`src/rtl/rma_pkg.sv`:
```
// Shared types and constants of the ranking metric accumulator.
// Holds command, status and divider-select codes, the control/status
// structs and the discount table function. Depends on nothing.
package rma_pkg;

  localparam int DISC_W = 17;
  localparam int FRAC_W = 16;
  localparam int CNT_W  = 32;
  localparam int SUM_W  = 48;
  localparam int DIV_NW = 48;
  localparam int DIV_DW = 32;
  localparam int ITEM_W = 12;

  typedef enum logic [1:0] {
    CMD_TRUTH = 2'd0,
    CMD_REC   = 2'd1,
    CMD_END   = 2'd2,
    CMD_READ  = 2'd3
  } cmd_e;

  typedef enum logic [1:0] {
    ST_OK      = 2'd0,
    ST_DUP     = 2'd1,
    ST_DROP    = 2'd2,
    ST_COUNTED = 2'd3
  } status_e;

  typedef enum logic [2:0] {
    DS_HIT,
    DS_REC,
    DS_PRE,
    DS_NDCG,
    DS_MAP
  } dsel_e;

  typedef struct packed {
    logic  accept;
    logic  exec;
    logic  walk_start;
    logic  walk_step;
    logic  div_start;
    dsel_e div_sel;
    logic  user_clear;
    logic  out_load;
    logic  clr_step;
  } ctl_t;

  typedef struct packed {
    logic clr_done;
    cmd_e cmd;
    logic hit_fire;
    logic empty_user;
    logic walk_end;
    logic div_done;
  } sts_t;

  // Q1.16 of 1/log2(n), log2 in Q.30 by repeated squaring, rounded half up.
  // Only evaluated at elaboration.
  function automatic logic [DISC_W-1:0] disc_calc(input int unsigned n);
    logic [63:0] x;
    logic [63:0] frac;
    logic [63:0] lq;
    logic [63:0] num;
    logic [63:0] rem;
    logic [63:0] q;
    int unsigned k;
    k = 0;
    for (int i = 0; i < 31; i++) begin
      if ((n >> (i + 1)) != 0) k = i + 1;
    end
    x = (64'(n) << 30) >> k;
    frac = 64'd0;
    for (int b = 0; b < 30; b++) begin
      x = (x * x) >> 30;
      frac = frac << 1;
      if (x >= 64'h8000_0000) begin
        x = x >> 1;
        frac = frac | 64'd1;
      end
    end
    lq = (64'(k) << 30) | frac;
    num = (64'd1 << 46) + (lq >> 1);
    rem = 64'd0;
    q = 64'd0;
    for (int i = 63; i >= 0; i--) begin
      rem = {rem[62:0], num[i]};
      if (rem >= lq) begin
        rem = rem - lq;
        q[i] = 1'b1;
      end
    end
    return q[DISC_W-1:0];
  endfunction

endpackage

```
`src/rtl/rma_ctrl.sv`:
```
// Sequencer of the ranking metric accumulator: clear pass, item execution,
// truth-list walk and divider schedule. Uses rma_pkg control/status structs.
module rma_ctrl (
  input  logic          clk_i,
  input  logic          rst_ni,
  input  logic          in_valid_i,
  output logic          in_stall_o,
  input  logic          out_stall_i,
  output logic          out_valid_o,
  input  rma_pkg::sts_t sts_i,
  output rma_pkg::ctl_t ctl_o
);

  typedef enum logic [2:0] {
    S_CLEAR, S_IDLE, S_EXEC, S_HITW, S_WALK, S_DIVS, S_DIVW, S_FIN
  } state_e;

  state_e         state_q, state_d;
  rma_pkg::dsel_e sel_q, sel_d, sel_nx;
  logic           oval_q, oval_d;

  always_comb begin
    case (sel_q)
      rma_pkg::DS_REC:  sel_nx = rma_pkg::DS_PRE;
      rma_pkg::DS_PRE:  sel_nx = rma_pkg::DS_NDCG;
      default:          sel_nx = rma_pkg::DS_MAP;
    endcase
  end

  always_comb begin
    ctl_o         = '0;
    ctl_o.div_sel = sel_q;
    state_d       = state_q;
    sel_d         = sel_q;
    case (state_q)
      S_CLEAR: begin
        ctl_o.clr_step = 1'b1;
        if (sts_i.clr_done) state_d = S_IDLE;
      end
      S_IDLE: begin
        if (in_valid_i) begin
          ctl_o.accept = 1'b1;
          sel_d        = rma_pkg::DS_HIT;
          state_d      = S_EXEC;
        end
      end
      S_EXEC: begin
        ctl_o.exec = 1'b1;
        if (sts_i.cmd == rma_pkg::CMD_END) begin
          ctl_o.walk_start = 1'b1;
          state_d          = S_WALK;
        end else if (sts_i.hit_fire) begin
          ctl_o.div_start = 1'b1;
          state_d         = S_HITW;
        end else begin
          state_d = S_FIN;
        end
      end
      S_HITW: begin
        if (sts_i.div_done) state_d = S_FIN;
      end
      S_WALK: begin
        ctl_o.walk_step = 1'b1;
        if (sts_i.walk_end) begin
          if (sts_i.empty_user) begin
            ctl_o.user_clear = 1'b1;
            state_d          = S_FIN;
          end else begin
            sel_d   = rma_pkg::DS_REC;
            state_d = S_DIVS;
          end
        end
      end
      S_DIVS: begin
        ctl_o.div_start = 1'b1;
        state_d         = S_DIVW;
      end
      S_DIVW: begin
        if (sts_i.div_done) begin
          if (sel_q == rma_pkg::DS_MAP) begin
            ctl_o.user_clear = 1'b1;
            state_d          = S_FIN;
          end else begin
            sel_d   = sel_nx;
            state_d = S_DIVS;
          end
        end
      end
      S_FIN: begin
        if (!oval_q || !out_stall_i) begin
          ctl_o.out_load = 1'b1;
          state_d        = S_IDLE;
        end
      end
      default: state_d = S_IDLE;
    endcase
  end

  // Hold the result while the receiver stalls.
  always_comb begin
    if (ctl_o.out_load) oval_d = 1'b1;
    else if (!out_stall_i) oval_d = 1'b0;
    else oval_d = oval_q;
  end

  always_ff @(posedge clk_i or negedge rst_ni) begin
    if (!rst_ni) begin
      state_q <= S_CLEAR;
      sel_q   <= rma_pkg::DS_HIT;
      oval_q  <= 1'b0;
    end else begin
      state_q <= state_d;
      sel_q   <= sel_d;
      oval_q  <= oval_d;
    end
  end

  assign in_stall_o  = (state_q != S_IDLE);
  assign out_valid_o = oval_q;

endmodule

```
`config.mk`:
```
export PLATFORM = sky130hd
export DESIGN_NAME = rma_ctrl
export DESIGN_NICKNAME = d
export VERILOG_FILES = /design/src/rtl/rma_pkg.sv /design/src/rtl/rma_ctrl.sv
export SDC_FILE = /design/constraint.sdc
export NUM_CORES = 1
export LEC_CHECK = 0
export BUFFER_PORTS_ARGS = -buffer_cell sky130_fd_sc_hd__buf_2
export CORE_AREA = 2 2 40 42
export DETAILED_ROUTE_END_ITERATION = 12
export DIE_AREA = 0 0 42 44
export GPL_TIMING_DRIVEN = 0
export PLACE_DENSITY = 0.78
export RECOVER_POWER = 100
export SYNTH_ARGS = -nofsm -noshare
export SYNTH_HDL_FRONTEND = slang
export SYNTH_SLANG_ARGS = --single-unit
```
`constraint.sdc`:
```
create_clock -name clk_i -period 1.94 [get_ports clk_i]
set_clock_uncertainty 0.2 [all_clocks]
set_input_delay 0.097 -clock clk_i [delete_from_list [all_inputs] [get_ports clk_i]]
set_output_delay 0.097 -clock clk_i [all_outputs]
set_load 0.02 [all_outputs]
```
==> metrics <==
status=complete, no violations; Nets=108; Top Layer Used=met4; FP Rows=14; overall routing resource usage=0.153; met3 routed WL=67 um; Post-CTS Setup Inserts=0; largest net degree at the start of global routing=11; Hold Path Class=input pin to register; Die ar.=1850 um^2; Initial Utilization=0.432; Boundary Pins=24; Crit path largest cell delay=0.46 ns; sequential fraction of the synthesis area=0.286; Pwr Density=1610 nW/um^2; maximum vdd ir drop=696 uV; Mapped Area=613 um^2; count of cell types in the netlist=32; crit path DAT=1.78 ns; Fin. Hold Viols=0; post-CTS resize count=0; Worst Tran Pin Value=0.373 ns; area share of the largest cell type after synthesis=0.286; PortBufs=23; CP endpoint kind=register; clk root buf=clkbuf_4; max frequency=0.539 GHz; RSZ-0062 raised after global routing=no; critical path required time=1.86 ns; CTS Buf Count=3; final design utilization=0.553; met2 WL post-DR=614 um; most area-hungry cell type in the Yosys netlist=dfrtp_1; drt wl/cell=11.7 um; initial antenna violation count=0; Hold Path Sink=state_q[2]$_DFFE_PN0P_; hold buffer count at CTS=2; Total Power=1260 uW; R2R Setup Slk=0.09 ns; net count of the mapped netlist=78; kind of critical path=register to register; Area growth, synth to finish=28.0%; Syn Inst Count=67; Clock Pin Slew Worst Setup and Hold Paths=0.05 ns; CTS tree=yes; drt drc=0; min Tclk post-route=1.85 ns; TritonRoute pass-1 iters=4; #FFs+latches synth=7; EDFF count, synth=0; CP Cell Sequence=or3b_4, a2bb2oi_4, o211ai_4, mux2_1; wl on met1=616 um; Max FO, Critical Path=6; Hold WS=0.0106 ns; first-pass GRT wire length=2130 um; Critical Path Start Type=register; Reg-to-Reg Start=state_q[1]$_DFFE_PN0P_; Chip Width=42 um; DIE HEIGHT=44 um; number of diodes=0; Ys Warns=0; Core ar.=1420 um^2; Worst path slowest cell=dfrtp_1; Clock Latency Late Sink=0.24 ns; hpwl dp=1070 um; total grt overflow=0; Leakage=0.000358 uW; Mean Syn Cell Area=9.15 um^2; Initial DRC Count=8; Max H-tree Level=1; largest cells by area after synthesis=dfrtp_1 (29%), nand2b_1 (5.1%), mux2_4 (4.9%); routability congestion estimate=0.776; Max Cap Viol=0; Synth Flop Type=dfrtp_1; drt via density=5.27; Sink Count=7; number of global-route vias before repair=504; layout cells sized above 1=0.354; Fill cells=137; final WL=1310 um; Rel. slew slack=0.751; HP Start=sts_i[3]; TNS Setup=0 ns; path depth of the worst reg2reg path=4; Final period util=0.956; Slew Viols, Final=0; Clock Path Buffers=2; via count=590; Crit Reg-Reg Endpoint=state_q[0]$_DFFE_PN0P_; # setup viols final=0; Async SR Flop Fraction=1.00; post-route ant nets=0; Hold Path Stages=4
[cells by family (layout without fill, tap and decap cells)]
kind of cell,after synthesis,after routing,share of synthesized area
simple gates,32,32,0.286
compound gates,17,17,0.257
buf+inv,8,37,0.106
flops,7,7,0.286
mux,3,3,0.0653
[synth_stat cells, drive strengths merged, types with 3 or more instances]
library cell / n
nor2: 7
nand3: 3
nand2: 6
dfrtp: 7
a21oi: 3
buf: 3
nand2b: 6
inv: 3
o21ai: 4
[area by class of cell]
class	count	area, um^2	area share
multi-input cells	52	374	0.477
flip-flops and latches	7	175	0.223
repair buffers	25	124	0.158
plain buffers	5	53.8	0.0686
clock buffers	4	26.3	0.0335
well taps	16	20.0	0.0255
inverters	3	11.3	0.0144
[state kept, by name, summed over array words and instances, names as in the netlist]
name         cells
state_q          3
sel_q            3
out_valid_o      1
[power by group]
part,switching [uW],internal (uW),total [uW]
clock network,46.4,78.0,124
logic,463,390,853
registers,70.8,213,284
[critical path, delay by kind of cell, from the launching register on]
| family | cells | cell delay [ns] |
|---|---|---|
| compound gates | 2 | 0.30 |
| flops | 1 | 0.46 |
| mux | 1 | 0.34 |
| simple gates | 1 | 0.44 |
[per-stage QoR]
step	cell area, um^2	worst slack [ns]	std cells
after CTS	800	0.0934	112
after floorplan	618	0.0120	67
after detailed placement	753	0.102	106
final	785	0.0859	112
after global placement	753	0.117	106
after global routing	785	0.0386	112
[placed cells by master (no fill, tap or decap), drive strengths merged, types with 2 or more instances in the layout]
master / instances
clkbuf: 19
nor4: 2
dfrtp: 7
nor2: 7
o21ai: 4
mux2: 2
nand2: 6
and2b: 2
nand3: 3
a21oi: 3
o211ai: 2
dlygate4sd3: 2
nor3: 2
inv: 3
nand2b: 6
buf: 13
[how the worst max path moves through the flow]
stage	depth (start not counted)	slack, ns	endpoint	startpoint
5_1_grt	4	0.04	state_q[0]$_DFFE_PN0P_	state_q[1]$_DFFE_PN0P_
4_1_cts	4	0.09	state_q[0]$_DFFE_PN0P_	state_q[1]$_DFFE_PN0P_
6_report	4	0.09	state_q[0]$_DFFE_PN0P_	state_q[1]$_DFFE_PN0P_
2_1_floorplan	5	0.01	state_q[0]$_DFFE_PN0P_	state_q[2]$_DFFE_PN0P_
3_5_place_dp	4	0.10	state_q[1]$_DFFE_PN0P_	state_q[1]$_DFFE_PN0P_
3_3_place_gp	4	0.12	state_q[0]$_DFFE_PN0P_	state_q[1]$_DFFE_PN0P_
[per-layer routing]
layer  global-route usage  vias up
met5                    0        -
met1                0.210      272
met4               0.0774        0
li1                     -      300
met2                0.228       16
met3               0.0333        2
Note: power is estimated with default switching activity, not from simulation.
